<file path="config.mk">
export PLATFORM = sky130hd
export DESIGN_NAME = magstripe_track_encoder
export DESIGN_NICKNAME = d
export VERILOG_FILES = /design/src/design/mte_pkg.sv /design/src/design/mte_front.sv /design/src/design/mte_queue.sv /design/src/design/mte_back.sv /design/src/design/magstripe_track_encoder.sv
export VERILOG_INCLUDE_DIRS = /design/src /design/src/design
export SDC_FILE = /design/constraint.sdc
export NUM_CORES = 1
export LEC_CHECK = 0
export BUFFER_PORTS_ARGS = -buffer_cell sky130_fd_sc_hd__buf_2
export CAP_MARGIN = 20
export CORE_MARGIN = 2
export CORE_UTILIZATION = 43
export CTS_CLUSTER_SIZE = 24
export DETAILED_ROUTE_END_ITERATION = 8
export MAX_ROUTING_LAYER = met4
export SLEW_MARGIN = 10
export SYNTH_ARGS = -nofsm -noshare
export SYNTH_HDL_FRONTEND = slang
export SYNTH_SLANG_ARGS = --single-unit
</file>
<file path="constraint.sdc">
create_clock -name clk -period 3.61 [get_ports clk]
set_input_delay 0 -clock clk [delete_from_list [all_inputs] [get_ports clk]]
set_output_delay 0 -clock clk [all_outputs]
set_load 0.01 [all_outputs]
</file>
<file path="src/design/magstripe_track_encoder_defines.svh">
// assertion macros shared by the magstripe track encoder modules
`ifndef MAGSTRIPE_TRACK_ENCODER_DEFINES_SVH
`define MAGSTRIPE_TRACK_ENCODER_DEFINES_SVH

// same-cycle implication, checked on clk, off during rst
`define MTE_ASSERT_NOW(label, ante, cons, msg) \
  label: assert property (@(posedge clk) disable iff (rst) (ante) |-> (cons)) else $error(msg);

// next-cycle implication, checked on clk, off during rst
`define MTE_ASSERT_NEXT(label, ante, cons, msg) \
  label: assert property (@(posedge clk) disable iff (rst) (ante) |=> (cons)) else $error(msg);

`endif

</file>
<file path="src/design/mte_pkg.sv">
// types and constants of the magstripe track encoder
`timescale 1ns / 1ps

package mte_pkg;

  localparam int CFG_DATA_W = 8;
  localparam int CFG_IDX_W  = 1;

  // register indexes
  localparam logic [CFG_IDX_W-1:0] REG_CHAR_BITS   = 1'd0;
  localparam logic [CFG_IDX_W-1:0] REG_CHAR_OFFSET = 1'd1;

  localparam logic [3:0] CHAR_BITS_RESET   = 4'd7;
  localparam logic [7:0] CHAR_OFFSET_RESET = 8'd32;

  // item modes
  localparam logic MODE_DATA = 1'b0;
  localparam logic MODE_END  = 1'b1;

  localparam int WORD_W  = 7;
  localparam int NBITS_W = 3;

  typedef struct packed {
    logic       mode;
    logic [7:0] char_code;
  } in_t;

  typedef struct packed {
    logic first_half;
    logic second_half;
    logic data_bit;
    logic last_of_char;
  } out_t;

  // one classified character waiting for the serializer
  typedef struct packed {
    logic [WORD_W-1:0]  word;
    logic [NBITS_W-1:0] nbits;
    logic               parity;
  } job_t;

endpackage

</file>
<file path="src/design/mte_front.sv">
// front end: config registers, character classification and check accumulation
`timescale 1ns / 1ps

module mte_front (
  input  logic                          clk,
  input  logic                          rst,
  input  logic                          cfg_we,
  input  logic [mte_pkg::CFG_IDX_W-1:0] cfg_index,
  input  logic [mte_pkg::CFG_DATA_W-1:0] cfg_data,
  input  logic                          in_valid,
  output logic                          in_stall,
  input  mte_pkg::in_t                  in_data,
  output logic                          job_push,
  output mte_pkg::job_t                 job_data,
  input  logic                          job_full
);
  import mte_pkg::*;

  logic [3:0]         char_bits;
  logic [7:0]         char_offset;
  logic [WORD_W-1:0]  check_accum;
  logic [NBITS_W-1:0] nbits;
  logic [7:0]         diff;
  logic [WORD_W-1:0]  word;
  logic [WORD_W-1:0]  mask;
  logic [WORD_W-1:0]  word_masked;

  always_ff @(posedge clk) begin
    if (rst) begin
      char_bits   <= CHAR_BITS_RESET;
      char_offset <= CHAR_OFFSET_RESET;
    end else if (cfg_we) begin
      case (cfg_index)
        REG_CHAR_BITS:   char_bits   <= cfg_data[3:0];
        REG_CHAR_OFFSET: char_offset <= cfg_data;
        default: ;
      endcase
    end
  end

  // data bits per character: char_bits clamped to 1..8, minus parity
  always_comb begin
    if (char_bits > 4'd8) begin
      nbits = NBITS_W'(7);
    end else if (char_bits == 4'd0) begin
      nbits = '0;
    end else begin
      nbits = NBITS_W'(char_bits - 4'd1);
    end
  end

  always_comb begin
    for (int i = 0; i < WORD_W; i++) begin
      mask[i] = (NBITS_W'(i) < nbits);
    end
  end

  assign diff        = in_data.char_code - char_offset;
  assign word        = (in_data.mode == MODE_END) ? check_accum : diff[WORD_W-1:0];
  assign word_masked = word & mask;

  assign in_stall = job_full;
  assign job_push = in_valid && !job_full;

  assign job_data.word   = word_masked;
  assign job_data.nbits  = nbits;
  assign job_data.parity = ~(^word_masked);

  always_ff @(posedge clk) begin
    if (rst) begin
      check_accum <= '0;
    end else if (job_push) begin
      check_accum <= (in_data.mode == MODE_END) ? '0 : (check_accum ^ word_masked);
    end
  end

endmodule

</file>
<file path="src/design/mte_queue.sv">
// short queue of classified characters between front and back
`timescale 1ns / 1ps
`include "magstripe_track_encoder_defines.svh"

module mte_queue #(
  parameter int DEPTH = 2
) (
  input  logic          clk,
  input  logic          rst,
  input  logic          push,
  input  mte_pkg::job_t wr_data,
  output logic          full,
  input  logic          pop,
  output logic          rd_valid,
  output mte_pkg::job_t rd_data
);
  import mte_pkg::*;

  localparam int PTR_W = (DEPTH > 1) ? $clog2(DEPTH) : 1;
  localparam int CNT_W = $clog2(DEPTH + 1);

  job_t             mem [DEPTH];
  logic [PTR_W-1:0] wr_ptr;
  logic [PTR_W-1:0] rd_ptr;
  logic [CNT_W-1:0] count;

  assign full     = (count == CNT_W'(DEPTH));
  assign rd_valid = (count != '0);
  assign rd_data  = mem[rd_ptr];

  always_ff @(posedge clk) begin
    if (push) begin
      mem[wr_ptr] <= wr_data;
    end
  end

  always_ff @(posedge clk) begin
    if (rst) begin
      wr_ptr <= '0;
      rd_ptr <= '0;
      count  <= '0;
    end else begin
      if (push) begin
        wr_ptr <= (wr_ptr == PTR_W'(DEPTH - 1)) ? '0 : wr_ptr + PTR_W'(1);
      end
      if (pop) begin
        rd_ptr <= (rd_ptr == PTR_W'(DEPTH - 1)) ? '0 : rd_ptr + PTR_W'(1);
      end
      case ({push, pop})
        2'b10:   count <= count + CNT_W'(1);
        2'b01:   count <= count - CNT_W'(1);
        default: count <= count;
      endcase
    end
  end

  `MTE_ASSERT_NOW(a_no_overflow, full, !push, "push into a full queue")
  `MTE_ASSERT_NOW(a_no_underflow, pop, rd_valid, "pop from an empty queue")
  `MTE_ASSERT_NOW(a_count_range, 1'b1, count <= CNT_W'(DEPTH), "queue count out of range")

endmodule

</file>
<file path="src/design/mte_back.sv">
// back end: bit-cell serializer with f2f flux tracking and output register
`timescale 1ns / 1ps
`include "magstripe_track_encoder_defines.svh"

module mte_back (
  input  logic          clk,
  input  logic          rst,
  input  logic          job_valid,
  input  mte_pkg::job_t job_data,
  output logic          job_pop,
  output logic          out_valid,
  input  logic          out_stall,
  output mte_pkg::out_t out_data
);
  import mte_pkg::*;

  logic [NBITS_W-1:0] pos;
  logic               flux_level;
  logic               fire;
  logic               last;
  logic               cell_bit;
  logic [7:0]         word_ext;
  logic               first_lvl;
  logic               second_lvl;

  assign fire     = job_valid && (!out_valid || !out_stall);
  assign last     = (pos == job_data.nbits);
  assign word_ext = {1'b0, job_data.word};
  assign cell_bit = last ? job_data.parity : word_ext[pos];
  assign job_pop  = fire && last;

  // level flips at cell start, and again mid-cell for a one
  assign first_lvl  = ~flux_level;
  assign second_lvl = first_lvl ^ cell_bit;

  always_ff @(posedge clk) begin
    if (rst) begin
      pos        <= '0;
      flux_level <= 1'b0;
      out_valid  <= 1'b0;
    end else begin
      if (fire) begin
        pos        <= last ? '0 : pos + NBITS_W'(1);
        flux_level <= second_lvl;
        out_valid  <= 1'b1;
      end else if (!out_stall) begin
        out_valid  <= 1'b0;
      end
    end
  end

  always_ff @(posedge clk) begin
    if (fire) begin
      out_data.first_half   <= first_lvl;
      out_data.second_half  <= second_lvl;
      out_data.data_bit     <= cell_bit;
      out_data.last_of_char <= last;
    end
  end

  `MTE_ASSERT_NOW(a_f2f_cell, out_valid,
    out_data.second_half == (out_data.first_half ^ out_data.data_bit),
    "cell halves disagree with data bit")
  `MTE_ASSERT_NEXT(a_pos_step, fire && !last, pos == $past(pos) + NBITS_W'(1),
    "bit position did not advance")
  `MTE_ASSERT_NEXT(a_flux_track, fire, flux_level == out_data.second_half,
    "flux level lost track of the last cell")

endmodule

</file>
<file path="src/design/magstripe_track_encoder.sv">
// Magnetic stripe track encoder with F2F (biphase-mark) cell output. Each
// accepted item produces one bit cell per result transfer: the data bits of
// the character (code minus char_offset, or the longitudinal check register
// for an end-of-track item), least significant first, then an odd parity cell
// flagged by last_of_char. An item gives char_bits cells (clamped to 1..8),
// one cell per cycle unless out_stall holds the single-cell serializer. A new
// item is taken while the previous one is still being serialized; the queue
// between classifier and serializer holds QUEUE_DEPTH items. Configuration is
// written via cfg_we/cfg_index/cfg_data by the user only while idle; unchecked.
`timescale 1ns / 1ps

module magstripe_track_encoder #(
  parameter int QUEUE_DEPTH = 2
) (
  input  logic                           clk,
  input  logic                           rst,
  input  logic                           cfg_we,
  input  logic [mte_pkg::CFG_IDX_W-1:0]  cfg_index,
  input  logic [mte_pkg::CFG_DATA_W-1:0] cfg_data,
  input  logic                           in_valid,
  output logic                           in_stall,
  input  mte_pkg::in_t                   in_data,
  output logic                           out_valid,
  input  logic                           out_stall,
  output mte_pkg::out_t                  out_data
);
  import mte_pkg::*;

  logic job_push;
  job_t job_wr;
  logic job_full;
  logic job_pop;
  logic job_valid;
  job_t job_rd;

  mte_front u_front (
    .clk       (clk),
    .rst       (rst),
    .cfg_we    (cfg_we),
    .cfg_index (cfg_index),
    .cfg_data  (cfg_data),
    .in_valid  (in_valid),
    .in_stall  (in_stall),
    .in_data   (in_data),
    .job_push  (job_push),
    .job_data  (job_wr),
    .job_full  (job_full)
  );

  mte_queue #(
    .DEPTH (QUEUE_DEPTH)
  ) u_queue (
    .clk      (clk),
    .rst      (rst),
    .push     (job_push),
    .wr_data  (job_wr),
    .full     (job_full),
    .pop      (job_pop),
    .rd_valid (job_valid),
    .rd_data  (job_rd)
  );

  mte_back u_back (
    .clk       (clk),
    .rst       (rst),
    .job_valid (job_valid),
    .job_data  (job_rd),
    .job_pop   (job_pop),
    .out_valid (out_valid),
    .out_stall (out_stall),
    .out_data  (out_data)
  );

endmodule
</file>
# Word-level counts from Yosys, hierarchy flattened
# Memory sizes are Yosys's and may differ from the RTL's. A register that Yosys moved wholly into a read port is not among the register bits.
# Cells that the tools add are included.
dict set report op_classes {
  add_sub_neg 7
  reduce_logical 13
  n_eq_ne 5
  n_mux 17
  bitwise_logic 6
  order_cmp 9
}
# op n
set op_table {}
lappend op_table {{7-bit 2-to-1 mux} 2}
lappend op_table {{1-bit 2-to-1 mux} 10}
lappend op_table {{3-bit less-than comparator, first input constant} 3}
lappend op_table {{3-bit 2-to-1 mux} 3}
lappend op_table {{7-bit AND} 1}
lappend op_table {{7-bit XOR reduction} 1}
lappend op_table {{7-bit subtractor} 1}
lappend op_table {{7-bit XOR} 1}
lappend op_table {{1-bit by 3-bit less-than comparator with 1-bit output, first input constant} 2}
lappend op_table {{2-bit by 3-bit less-than comparator with 1-bit output, first input constant} 2}
lappend op_table {{2-bit equality test, second input constant} 2}
lappend op_table {{4-bit > comparator, second input constant} 1}
lappend op_table {{4-bit zero test} 1}
lappend op_table {{3-bit by 4-bit less-than comparator with 1-bit output, second input constant} 1}
lappend op_table {{2-bit case mux with 2 select lines} 1}
lappend op_table {{2-bit AND reduction} 2}
lappend op_table {{2-bit nonzero test} 2}
lappend op_table {{3-bit by 1-bit adder with 3-bit output, second input constant} 1}
lappend op_table {{1-bit binary-select mux with 3-bit select} 1}
lappend op_table {{3-bit equality test} 1}
lappend op_table {{1-bit logical AND} 3}
lappend op_table {{1-bit zero test} 3}
lappend op_table {{1-bit NOT} 3}
lappend op_table {{3-bit by 1-bit subtractor with 3-bit output, second input constant} 1}
lappend op_table {{7 further kinds} 8}
dict set report totals {
  regBits 31
  out_inout_bits 6
  ramBits 22
  memories 1
}
# memory depth width rd rd_clocked_by_memory_dff wr line
set memory_table {}
lappend memory_table {u_queue.mem 2 11 1 1 1 mte_queue.sv:22} ;# job_t mem [DEPTH];

# Longest topological paths before layout
# Gate-level depths: netlist of the first run.
dict set report logic_depth {
  word_depth 7
  mapped_depth 10
  ltp_nobuf 10
}

# Modules after synthesis
# Synthesis of the first run repeated with hierarchy kept, for this count alone.
dict set report hier_totals {
  hier_cells 280
  area_unflattened_um2 2877.8
}
# module instances seq_area_each_um2 area_each_um2 cells_per_inst
set by_module_without_submodules {}
lappend by_module_without_submodules {mte_front 1 360.3 1320.0 164}
lappend by_module_without_submodules {mte_queue 1 760.7 997.2 56}
lappend by_module_without_submodules {mte_back 1 220.2 560.5 60}

# Worst setup path before layout of the first run
# OpenSTA, ideal clock, no wires.
dict set report synth_timing {
  path_kind {reg2reg}
  start {register u_front.char_offset[2]}
  end {memory u_queue.mem[0][0] in the netlist's numbering, data pin}
  stages_incl_launch_ff 8
  slack_ps 1207
  arrival_time_ps 2131
  period_less_slack_ps 2403
  path_cell_list {dfxtp_1 > inv_1 > ha_1 > a21oi_1 > a21oi_1 > a2111oi_0 > xnor2_1 > xnor3_1}
}
# element line
set synth_lines {}
lappend synth_lines {{start, declared} mte_front.sv:20} ;# logic [7:0] char_offset;
lappend synth_lines {{start signal, assigned} mte_front.sv:35} ;# REG_CHAR_OFFSET: char_offset <= cfg_data;
lappend synth_lines {{end, declared} mte_queue.sv:22}

==> results of run 1 <==
[through the flow]
step	setup slack (ps)	cell area (um^2)	hold slack, ps	util
floorplan	1210	2680	121	-
global placement	1080	2850	232	0.479
detailed placement	996	2850	240	0.479
CTS	997	3040	21.1	0.510
global route	829	3040	56.7	0.510
finish	1010	3040	29.1	0.510
[power by group through the flow]
stage	sequential, mW	combinational, mW	clock [mW]
after CTS	0.767	0.305	0.420
after detailed placement	0.781	0.299	0
after global routing	0.775	0.336	0.449
after floorplan	0.769	0.232	0
after global placement	0.779	0.291	0
final	0.766	0.302	0.411
[kinds of logic (layout without fill, tap and decap cells)]
group                      count (synthesis)  count (layout)  share of synthesized area
and+or+nand+nor                           88              88                      0.158
DFF                                       54              54                      0.501
xor gates and xnor gates                  16              16                     0.0575
muxes                                     11              11                     0.0664
AOI/OAI and AO/OA                         54              54                      0.121
adders and majority gates                  9               9                     0.0449
buffers and inverters                     32              62                     0.0510
[worst max-delay path by stage]
stage / start / to / slack (ps)
after global routing: u_front.char_offset[0]$_SDFFE_PP0P_ / u_queue.mem[1][0]$_DFFE_PP_ / 830
after detailed placement: u_front.char_offset[0]$_SDFFE_PP0P_ / u_queue.mem[1][0]$_DFFE_PP_ / 1000
after CTS: u_front.char_offset[0]$_SDFFE_PP0P_ / u_queue.mem[1][0]$_DFFE_PP_ / 1000
final: u_front.char_offset[0]$_SDFFE_PP0P_ / u_queue.mem[1][0]$_DFFE_PP_ / 1010
after floorplan: u_front.char_offset[2]$_SDFFE_PP0P_ / u_queue.mem[0][0]$_DFFE_PP_ / 1210
after global placement: u_front.char_offset[0]$_SDFFE_PP0P_ / u_queue.mem[0][0]$_DFFE_PP_ / 1080
[cells in the mapped netlist (all sizes together), types with 4 or more instances]
cell | count | area share
nor3 | 5 | 0.0093
a21oi | 27 | 0.050
mux2i | 5 | 0.019
ha | 8 | 0.037
dfxtp | 28 | 0.21
inv | 18 | 0.025
o21ai | 10 | 0.019
nand2b | 6 | 0.014
mux4 | 4 | 0.038
xnor2 | 13 | 0.043
clkbuf | 8 | 0.011
nand2 | 24 | 0.034
nand3 | 7 | 0.013
a22oi | 4 | 0.011
and3 | 4 | 0.0093
nand3b | 7 | 0.020
buf | 6 | 0.014
nor2 | 26 | 0.036
edfxtp | 26 | 0.29
[layout by cell type, fill, tap and decap left out, types with 2 or more instances in the layout]
cell type       n
inv_1          18
buf_4           3
nand3b_1        7
edfxtp_1       26
a21oi_1        27
a22oi_1         4
and2_1          2
xor2_1          2
nand3_1         7
dlygate4sd3_1   7
buf_2          26
mux4_1          3
o21ai_0         9
nand2_1        24
or3_1           2
ha_1            8
clkbuf_8        5
nor2_1         26
xnor2_1        13
mux2i_1         5
nor3_1          5
o21a_1          2
dfxtp_1        28
a211o_1         2
nor2b_1         2
nand2b_1        6
and3_1          4
[sequential cells by signal (all words and copies together), names as in the netlist, named ones only]
name	count
u_back.flux_level	1
u_back.out_data	4
u_back.out_valid	1
u_back.pos	3
u_front.char_bits	4
u_front.char_offset	7
u_front.check_accum	7
u_queue.count	2
u_queue.mem	22
u_queue.rd_ptr	1
u_queue.wr_ptr	1
[cell type report]
type | instances | area (um^2) | area share
Sequential cell | 54 | 1340 | 0.442
Multi-Input combinational cell | 178 | 1200 | 0.395
Timing Repair Buffer | 36 | 223 | 0.0733
Tap cell | 75 | 93.8 | 0.0309
Clock buffer | 5 | 68.8 | 0.0227
Inverter | 18 | 67.6 | 0.0222
Clock inverter | 3 | 43.8 | 0.0144
[worst max-delay path, stage by stage (launching register included)]
cell and delay, ps:
dfxtp_1 340, ha_1 150, inv_1 50, fa_1 480, mux2i_1 60, a21oi_1 380
xnor2_1 150, xnor2_1 210, xnor2_1 160, xnor3_1 360
[metal layers]
metal	vias to the layer above	track usage
met1	919	0.168
met5	-	-
met3	6	0.0298
met4	0	0.0492
li1	983	-
met2	31	0.279
[repair_timing]
action | in CTS | in global routing
gates resized for setup | 0 | 0
buffers inserted | 0 | 0
hold endpoints to repair | 11 | 0
hold buffers | 7 | 0
==> impl_results.md, run 1 <==
- Total power divided by cell area: between 400 and 500 nW/um^2
- Setup clock skew after layout: 7.44 ps
- Die area: just under 7000 um^2
- Vias per std cell: about 5.3
- Gate power share: 0.204
- Seq/Total Area, Yosys: 0.501
- Async S/R FF share, synth: 0
- Fin. Hold Viols: 0
- Hold Crit Start: cfg_data[5]
- Hpwl dp: 3530 um
- Global Route Usage Sum: 0.153
- Post-Syn Instances: 264
- VDD IR max: 244 uV
- Initial DRC Count: 76
- HP Class: in -> reg
- Worst R2R Path Depth: 9
- CTS tree: built
- Hold EP: u_front.char_offset[5]$_SDFFE_PP1P_
- Cell variety after synth: 45
- Clock share of power: 0.278
- Post-synthesis area per instance: slightly above 10 um^2
- Kind of critical path: reg -> reg
- Period utilisation layout: 0.719
- Num rows: 28
- Core ar.: 5960 um^2
- Initial antenna violation count: 0
- Die Wd: about 83 um
- Highest routed layer: met4
- Routability cong.: 0.799
- Worst path arrival time: 2650 ps
- Slew margin rel.: 0.362
- Least-Margin Pin Slew: 953 ps
- Clock transition at path regs: 100 ps
- DR WL/cell: 13.3 um
- DRT Pass-1 Iters: 4
- WHS Path Cells: 3
- Most used DFF post-synth: dfxtp_1
- Critical path startpoint category: flip-flop
- RSZ-0062 raised after global routing: false
- Final worst path period need: 2600 ps
- Vias in the first global route: 1879
- Clock Latency Late Sink: 300 ps
- Initial Util: 0.449
- Slew Limit Fails: 0
- Number of flops mapped to enable cells by yosys: 26
- Pleak: 1.18 nW
- CTS buffer count: 5
- Int Pwr: 1.08 mW
- Largest net degree at the start of global routing: 29
- Post-Synthesis Net Count: 296
- Met3 WL: between 100 and 150 um
- Worst Path Required: 3660 ps
- FF-to-FF End: u_queue.mem[1][0]$_DFFE_PP_
- Die height: 82.9 um
- Ports: 29
- First-pass GRT wire length: 8330 um
- Fillers: ~580
- Clock Tree Buf Depth: 2
- Outcome: completed
- Wire length on met1: 2180 um
- Antenna Cells: 0
- Crit-path max FO: 5
- GRT overflow: 0
- #FFs+latches synth: 54
- Port Buffers: 26
- Area Overhead vs Synth: 13.5%
- Reg2Reg Setup Slack: around 1000 ps
- Sequential share of power: 0.518
- Switching power: 0.400 mW
- Net Sw Frac: 0.270
- Warnings from Yosys: 0
- Placed Cells: 354
- CTS Root Cell: clkbuf_8
- Clk sinks: 54
- Overall Power: 1.48 mW
- Setup violations, final: 0
- WL met2: ~2500 um
- R2r startpoint: u_front.char_offset[0]$_SDFFE_PP0P_
- Final non-filler cell total: between 300 and 400
- Max Fclk: 385 MHz
- H-tree Lvls: 2
- Fin nets: 325
- Post-Syn Area: 2680 um^2
- Total number of vias: 1939
- Crit. End Element: flip-flop
- DR DRC count: 0
- Setup TNS: 0 ps
- Max Cap Violations: 0
- Layout cell share with drive strength beyond 1: 0.139
- Drt total wl: 4920 um
- Antenna violation net count after detailed routing: 0
Power figures use the tool's default switching activity.
==> run 2, diff against run 1 <==
clock period = 2.45 ns   (was 3.61 ns; I/O delays follow)
==> impl_results.md, run 2 (synthesis results as in run 1) <==
- Outcome: completed (unchanged)
- Initial antenna violation count: 0 (unchanged)
- Pleak: 1.21 nW (was 1.18 nW)
- Die Wd: 82.9 um (unchanged)
- Core Util, Final: 0.521 (was 0.510)
- Slew Limit Fails: 0 (unchanged)
- CTS buffer count: 5 (unchanged)
- Core ar.: 5960 um^2 (unchanged)
- Period utilisation layout: 0.956 (was 0.719)
- Crit. End Element: flip-flop (unchanged)
- Clk sinks: 54 (unchanged)
- Setup TNS: 0 ps (unchanged)
- Commonest non-fill, non-tap cell in the layout: dfxtp_1 (unchanged)
- Fin. Hold Viols: 0 (unchanged)
- Vias in the first global route: 1942 (was 1879)
- Total number of vias: 1926 (was 1939)
- Least-Margin Pin Slew: 574 ps (was 953 ps)
- Max reg flops: 22 (unchanged)
- Clock Latency Late Sink: 300 ps (about the same)
- Int Pwr: 1.51 mW (was 1.08 mW)
- GRT overflow: 0 (unchanged)
- Routability cong.: 0.777 (was 0.799)
- Hold Crit Start: cfg_data[5] (unchanged)
- Port Buffers: 26 (unchanged)
- Biggest regs: u_queue.mem (22), u_front.char_offset (7), u_front.check_accum (7) (unchanged)
- Initial Util: 0.449 (unchanged)
- VDD IR max: 317 uV (was 244 uV)
- CTS tree: built (unchanged)
- Antenna Cells: 0 (unchanged)
- Slew margin rel.: 0.617 (was 0.362)
- Die area: 6870 um^2 (unchanged)
- DR WL/cell: 13.5 um (was 13.3 um)
- Worst path arrival time: 2390 ps (was 2650 ps)
- Switching power: 0.583 mW (was 0.400 mW)
- Final non-filler cell total: 376 (was 369)
- Largest net degree at the start of global routing: 29 (unchanged)
- Placed Cells: 360 (was 354)
- Drt total wl: 5060 um (was 4920 um)
- Fin nets: 332 (was 325)
- Clock transition at path regs: 90 ps (was 100 ps)
- First-pass GRT wire length: 8630 um (was 8330 um)
- Global Route Usage Sum: 0.159 (was 0.153)
- DRT Pass-1 Iters: 4 (unchanged)
- Final worst path period need: 2340 ps (was 2600 ps)
- Clock share of power: 0.230 (was 0.278)
- R2r startpoint: u_front.char_offset[0]$_SDFFE_PP0P_ (unchanged)
- Antenna violation net count after detailed routing: 0 (unchanged)
- Worst Path Required: 2500 ps (was 3660 ps)
- Hpwl dp: 3670 um (was 3530 um)
- Most frequent cells in the layout: 27 x dfxtp_1, 26 x nor2_1, 26 x buf_2, 26 x edfxtp_1, 25 x a21oi_1 (was 28 x dfxtp_1, 27 x a21oi_1, 26 x nor2_1, 26 x buf_2, 26 x edfxtp_1)
- Final worst setup slack: 109 ps (was 1010 ps)
- Clock Tree Buf Depth: 2 (unchanged)
- DP Worst Slack: -7.76 ps (was 996 ps)
- Critical path startpoint category: flip-flop (unchanged)
- RSZ-0062 raised after global routing: false (unchanged)
- Crit path launch: u_front.char_offset[0]$_SDFFE_PP0P_ (unchanged)
- Total power divided by cell area: 674 nW/um^2 (was 487 nW/um^2)
- Sequential share of power: 0.539 (was 0.518)
- Max Cap Violations: 0 (unchanged)
- Layout cell share with drive strength beyond 1: 0.183 (was 0.139)
- Reg2Reg Setup Slack: 110 ps (was 1010 ps)
- Area Overhead vs Synth: 16.0% (was 13.5%)
- Die height: 82.9 um (unchanged)
- Ports: 29 (unchanged)
- Crit-path max FO: 4 (was 5)
- Initial DRC Count: 86 (was 76)
- H-tree Lvls: 2 (unchanged)
- Num rows: 28 (unchanged)
- DR DRC count: 0 (unchanged)
- Setup violations, final: 0 (unchanged)
- Reg with most FFs: u_queue.mem (unchanged)
- Net Sw Frac: 0.279 (was 0.270)
- HP Class: in -> reg (unchanged)
- Setup clock skew after layout: 3.57 ps (was 7.44 ps)
- Max Fclk: 427 MHz (was 385 MHz)
- CTS Root Cell: clkbuf_8 (unchanged)
- Gate power share: 0.231 (was 0.204)
- Vias per std cell: 5.12 (was 5.25)
- Kind of critical path: reg -> reg (unchanged)
## run 2: cell count changes in the layout (fill, tap and decap cells not counted), sizes merged
cell	before	now
clkinvlp	0	1
inv	19	18
clkinv	1	0
clkbuf	5	7
buf	29	36
bufinv	1	0
## run 2: area by class of cell
type                    count  area, um^2
repair buffers             43         275
well taps                  75        93.8
multi-input cells         178        1240
clock buffers               7        76.3
fillers                   572        2850
inverters                  18        67.6
flip-flops and latches     54        1340
clock inverters             1        7.51
## run 2: routing by layer
layer	wire, um	track usage	vias to the layer above
li1	-	-	995
met1	2230	0.180	892
met2	2570	0.273	30
met3	127	0.0318	9
met4	140	0.0656	0
met5	0	-	-
## run 2: timing repair
action | 4_1_cts | 5_1_grt
endpoints found under the setup margin | 3 | 3
resized for setup | 2 | 8
hold buffers | 7 | 0
setup buffers | 0 | 1
cloned | 0 | 0
endpoints found under the hold margin | 11 | 0
pin swaps | 1 | 4
## run 2: power by group through the flow
stage	Sequential, mW	Combinational (mW)	Clock, mW
detailed placement	1.15	0.461	0
floorplan	1.13	0.342	0
global placement	1.15	0.448	0
global route	1.14	0.542	0.537
CTS	1.13	0.472	0.503
finish	1.13	0.482	0.482
## run 2: worst max-delay path, stage by stage (launching register included)
cell and delay [ps]:
dfxtp_1 340, ha_1 160, inv_1 50, fa_1 410, nand3_2 100, a21oi_1 70, a2111oi_1 270, buf_4 200
xnor2_1 140, xnor3_1 360
## run 2: worst paths after layout
check / cells after the start / to
max: 9 / u_queue.mem[1][0]$_DFFE_PP_
min: 3 / u_front.char_offset[5]$_SDFFE_PP1P_
max reg2reg: 9 / u_queue.mem[1][0]$_DFFE_PP_
min reg2reg: 2 / u_front.char_offset[4]$_SDFFE_PP0P_
## run 2: stage by stage
step,hold slack (ps),instance area (um^2),power (mW)
2_1_floorplan,121,2680,1.48
3_3_place_gp,227,2900,1.60
3_5_place_dp,232,2900,1.61
4_1_cts,25.2,3060,2.10
5_1_grt,41.6,3100,2.22
6_report,30.2,3100,2.09
